**config.mk**
```make
export PLATFORM = sky130hd
export DESIGN_NAME = vrt_arith
export DESIGN_NICKNAME = d
export VERILOG_FILES = /design/src/design/vrt_pkg.sv /design/src/design/vrt_arith.sv
export SDC_FILE = /design/constraint.sdc
export NUM_CORES = 2
export LEC_CHECK = 0
export ABC_AREA = 0
export BUFFER_PORTS_ARGS = -buffer_cell sky130_fd_sc_hd__buf_2
export CORE_UTILIZATION = 30
export CTS_BUF_LIST = sky130_fd_sc_hd__clkbuf_16
export CTS_CLUSTER_SIZE = 8
export DETAILED_ROUTE_END_ITERATION = 7
export GPL_TIMING_DRIVEN = 0
export PLACE_DENSITY = 0.47
export SETUP_SLACK_MARGIN = 0.15
export SLEW_MARGIN = 20
export SYNTH_ARGS = -nofsm -noshare
export SYNTH_HDL_FRONTEND = slang
export SYNTH_SLANG_ARGS = --single-unit
```
**constraint.sdc**
```tcl
create_clock -name clk_i -period 7.8 [get_ports clk_i]
set_clock_uncertainty 0.2 [all_clocks]
set_input_delay 0.39 -clock clk_i [delete_from_list [all_inputs] [get_ports clk_i]]
set_output_delay 0.39 -clock clk_i [all_outputs]
set_load 0.05 [all_outputs]
```
**src/design/vrt_pkg.sv**
```systemverilog
`timescale 1ns / 1ps
// ----------------------------------------------------------------------------
// vrt_pkg: shared types and constants of the voxel ray traversal block
// Holds the stream widths, result kinds, arithmetic opcodes and the
// request and response structs of the shared arithmetic unit.
// ----------------------------------------------------------------------------
package vrt_pkg;

  localparam int unsigned COORD_BITS_DEF    = 16;
  localparam int unsigned FRACTION_BITS_DEF = 16;

  // Working width of the shared unit: sum of squares and scaled dividends.
  localparam int unsigned ARITH_W    = 64;
  localparam int unsigned IN_DATA_W  = 224;
  localparam int unsigned OUT_DATA_W = 80;

  localparam logic [31:0] SAT32 = 32'hFFFF_FFFF;

  localparam logic [1:0] KIND_QUERY = 2'd0;
  localparam logic [1:0] KIND_HIT   = 2'd1;
  localparam logic [1:0] KIND_MISS  = 2'd2;

  typedef enum logic [1:0] {
    OP_MUL  = 2'd0,
    OP_DIV  = 2'd1,
    OP_SQRT = 2'd2
  } arith_op_e;

  typedef struct packed {
    logic      start;
    arith_op_e op;
  } arith_req_t;

  typedef struct packed {
    logic busy;
    logic done;
  } arith_rsp_t;

  function automatic logic [31:0] sat32(input logic [ARITH_W-1:0] v);
    sat32 = (|v[ARITH_W-1:32]) ? SAT32 : v[31:0];
  endfunction

endpackage

```
**src/design/vrt_arith.sv**
```systemverilog
`timescale 1ns / 1ps
// ----------------------------------------------------------------------------
// vrt_arith: shared multiply, divide and square root unit
// Registers products directly; divides one quotient bit per cycle and takes
// square roots one result bit per cycle over a single compare-subtract.
// ----------------------------------------------------------------------------
module vrt_arith (
  input  logic                         clk_i,
  input  logic                         rst_ni,
  input  vrt_pkg::arith_req_t          req_i,
  input  logic [vrt_pkg::ARITH_W-1:0]  a_i,
  input  logic [31:0]                  b_i,
  output vrt_pkg::arith_rsp_t          rsp_o,
  output logic [vrt_pkg::ARITH_W-1:0]  res_o
);
  import vrt_pkg::*;

  logic [ARITH_W-1:0] acc_q;
  logic [33:0]        rem_q;
  logic [31:0]        root_q;
  logic [31:0]        b_q;
  arith_op_e          op_q;
  logic [6:0]         cnt_q;
  logic               busy_q;
  logic               done_q;

  logic [64:0] mprod;
  logic [33:0] remsh;
  logic [33:0] trial;
  logic [33:0] diff;
  logic        ge;

  assign mprod = a_i[32:0] * b_i;

  always_comb begin
    if (op_q == OP_SQRT) begin
      remsh = {rem_q[31:0], acc_q[ARITH_W-1 -: 2]};
      trial = {root_q, 2'b01};
    end else begin
      remsh = {rem_q[32:0], acc_q[ARITH_W-1]};
      trial = {2'b00, b_q};
    end
    ge   = (remsh >= trial);
    diff = remsh - trial;
  end

  always_ff @(posedge clk_i or negedge rst_ni) begin
    if (!rst_ni) begin
      busy_q <= 1'b0;
      done_q <= 1'b0;
      cnt_q  <= '0;
      op_q   <= OP_MUL;
    end else begin
      done_q <= 1'b0;
      if (req_i.start) begin
        op_q <= req_i.op;
        b_q  <= b_i;
        rem_q  <= '0;
        root_q <= '0;
        unique case (req_i.op)
          OP_MUL: begin
            acc_q  <= mprod[ARITH_W-1:0];
            done_q <= 1'b1;
          end
          OP_DIV: begin
            acc_q  <= a_i;
            cnt_q  <= 7'(ARITH_W);
            busy_q <= 1'b1;
          end
          OP_SQRT: begin
            acc_q  <= a_i;
            cnt_q  <= 7'(ARITH_W / 2);
            busy_q <= 1'b1;
          end
          default: done_q <= 1'b1;
        endcase
      end else if (busy_q) begin
        rem_q <= ge ? diff : remsh;
        if (op_q == OP_SQRT) begin
          acc_q  <= {acc_q[ARITH_W-3:0], 2'b00};
          root_q <= {root_q[30:0], ge};
        end else begin
          acc_q <= {acc_q[ARITH_W-2:0], ge};
        end
        cnt_q <= cnt_q - 7'd1;
        if (cnt_q == 7'd1) begin
          busy_q <= 1'b0;
          done_q <= 1'b1;
        end
      end
    end
  end

  assign res_o      = (op_q == OP_SQRT) ? {{(ARITH_W-32){1'b0}}, root_q} : acc_q;
  assign rsp_o.busy = busy_q;
  assign rsp_o.done = done_q;

endmodule

```
==> flow_metrics.tcl <==
set metrics [dict create \
    final_nets 6718 \
    timing.fmax_mhz 129 \
    place_congestion 0.967 \
    avgSynthCellArea_sq_um 8.85 \
    worst-slew-pin-transition_ps 1260 \
    setup_viol 0 \
    layout-area-overhead-vs-synth_pct 18.7 \
    end_kind "flop" \
    die_width_um 390 \
    clock-sinks 172 \
    timing.critical_path.from "a_i[18]" \
    synthCells 5109 \
    holdCritPathClass "in -> reg" \
    fp.dieArea_sq_mm 0.152 \
    die-height_um 390 \
    ctsRootBufferMaster "clkbuf_16" \
    final_common_cell "nand2_1" \
    viasPerCell 5.15 \
    worst_hold_startpoint "b_i[3]" \
    maxCapViolCount 0 \
    vias 38300 \
    number_of_global_route_vias_before_repair 38700 \
    clk_path_buf_depth 2 \
    port_buffers 166 \
    final.fill_count 15600 \
    grt_max_degree 46 \
    fin_setup_tns_ps 0 \
    startpoint_type "input port" \
    syn-num-nets 6433 \
    design.core.area_sq_mm 0.150 \
    layout.cells.most_common_list "nand2_1 (979), inv_1 (930), fa_1 (886)" \
    synth_warnings 0 \
    route.final.wire_length_mm 205 \
    htreeDepth 4 \
    ioPinCount 167 \
    tritoncts.num_buffers 17 \
    cp_data_required_time_ps 7780 \
    crit_arrival_ps 7710 \
    result_of_the_run "finished clean" \
    clkLatencyLatePin_ps 480 \
    synth_sequential_area_ratio_pct 11.3 \
    critical-path-slowest-cell "fa_2" \
    rsz0062_at_grt "true" \
    timing_max_transition_violations_final 0 \
    setup_ws_ps 65.0 \
    dr.pass1.iters 5 \
    worst_path_largest_cell_delay_ps 650 \
    ys.flop_type "edfxtp_1" \
    timing.slew.headroom_pct 15.9 \
    standard_cell_rows 142 \
    finalCriticalPeriod_ps 7740 \
    period_share_pct 99.2 \
    grt_antenna_before_repair 24 \
    post-dp-hpwl_mm 167 \
    synth.ff_latch_count 172 \
    finalHoldViolCount 0 \
    synth_enable_flop_cells 161 \
    timing.setup.critical_path_class "in -> reg" \
    cpMostUsedCell "fa_2" \
    grt_use_total_pct 26.6 \
    gr-total-overflow 0 \
    tritoncts "done" \
    crit_reg_reg_startpoint "op_q[1]" \
    grt_pass1_wl_mm 285 \
    worst_path_fanout_max 7 \
    async_reset_ff_share_pct 6.40 \
    yosysUniqueCellTypes 82 \
    average_routed_wire_per_standard_cell_um 27.6 \
    netlist_area_sq_mm 0.0452 \
    pre_cts_ws_ps -2070 \
    post_route_drc_violation_count 0 \
    worst_setup_hold_path_clk_slew_ps 80 \
    route.antenna.remaining_nets 0 \
    layout-drive-gt1-share_pct 12.1 \
    start_util_pct 30.2 \
    first_iter_violations 3412 \
]
-- logic make-up after synthesis --
logic type	Yosys count	synth area share [%]
multiplexers	24	0.540
buffers and inverters	1239	10.4
XOR/XNOR	90	1.74
flip-flops	172	11.3
adder cells (fa/ha/maj)	1223	49.2
AO/OA/AOI/OAI	599	8.48
AND/OR/NAND/NOR	1762	18.3
-- flip-flops by register name, indices dropped and copies added (netlist names) --
name / cells
op_q: 2
cnt_q: 7
busy_q: 1
done_q: 1
b_q: 32
rem_q: 33
root_q: 32
acc_q: 64
-- layer usage --
layer	up-vias	wire (um)	global-route usage [%]
li1	16200	-	-
met1	20000	82500	35.2
met2	1738	95900	43.7
met3	357	16200	3.54
met4	6	10200	10.8
met5	-	34	0
-- per-stage QoR --
step           utilization, %  area, sq um  hold slack (ps)  std cells
4_1_cts                  34.5        51600             7.94       7339
3_3_place_gp             32.4        48600              310       7291
2_1_floorplan               -        45200             -106       5109
3_5_place_dp             32.5        48700              269       7294
6_report                 35.8        53700             19.5       7436
5_1_grt                  35.8        53600             7.65       7425
-- synth_stat cells (4+ instances only) --
| cell type | n | area (sq um) |
|---|---|---|
| nor3_1 | 24 | 120 |
| clkbuf_1 | 276 | 1040 |
| xor2_1 | 32 | 280 |
| fa_1 | 926 | 18500 |
| a31oi_1 | 32 | 200 |
| nand2_2 | 4 | 25.0 |
| a211oi_1 | 56 | 420 |
| nand3_1 | 27 | 135 |
| nor2b_1 | 6 | 37.5 |
| o221ai_1 | 5 | 43.8 |
| inv_1 | 933 | 3500 |
| edfxtp_1 | 161 | 4830 |
| o211ai_1 | 11 | 82.6 |
| buf_2 | 7 | 35.0 |
| nand4_1 | 25 | 156 |
| a211o_1 | 9 | 78.8 |
| mux2i_1 | 21 | 210 |
| dfrtp_1 | 11 | 275 |
| a221oi_1 | 4 | 35.0 |
| nor3b_1 | 7 | 52.6 |
| and2_1 | 516 | 3230 |
| nor2_1 | 112 | 420 |
| buf_4 | 4 | 30.0 |
| nand2b_1 | 16 | 100 |
| xnor2_1 | 58 | 508 |
| a211oi_2 | 4 | 50.1 |
| o21ai_1 | 6 | 30.0 |
| o21ai_0 | 105 | 526 |
| nor4_1 | 7 | 43.8 |
| buf_1 | 12 | 45.0 |
| ha_1 | 297 | 3720 |
| o31ai_1 | 6 | 45.0 |
| o21bai_1 | 17 | 128 |
| a21boi_0 | 28 | 210 |
| and3_1 | 4 | 25.0 |
| or3_1 | 9 | 56.3 |
| buf_6 | 4 | 45.0 |
| nand2_1 | 985 | 3700 |
| a21o_1 | 62 | 465 |
| a21oi_1 | 200 | 1000 |
| o21a_1 | 19 | 143 |
-- worst paths after layout --
kind	cells after the start	slack (ps)	end
max	26	60	acc_q[48]
min	1	20	b_q[3]
max reg2reg	17	900	rem_q[13]
min reg2reg	1	340	op_q[0]
max in group asynchronous	2	6630	cnt_q[0]
min in group asynchronous	2	330	cnt_q[4]
-- critical path, delay by kind of cell --
kind	cells	cell delay [ps]
adders and majority gates	9	4630
AOI/OAI and AO/OA	5	910
buffers and inverters	6	850
and+or+nand+nor	5	760
xor gates and xnor gates	1	130
-- layout make-up --
cell class                 instances  area (sq um)  share of cell area (%)
tap                             2016          2520                    4.70
clock inverter                    15           186                   0.347
timing repair buffer             266          2310                    4.30
sequential                       172          5110                    9.52
clock buffer                      17           425                   0.793
inverter                         935          3510                    6.54
antenna                           13          32.5                  0.0606
multi-input combinational       3698         36100                    67.3
buffer                           304          3430                    6.39
-- timing repair --
action	in CTS	in global routing
hold buffers	3	10
pin swaps	15	92
gates cloned	0	6
setup endpoints to repair	46	37
buffers inserted	10	68
hold endpoints to repair	13	10
resized for setup	614	446
Power is left out: the tool's default activity adds up to more than one toggle a clock period on the data nets, which glitch-free logic cannot reach.
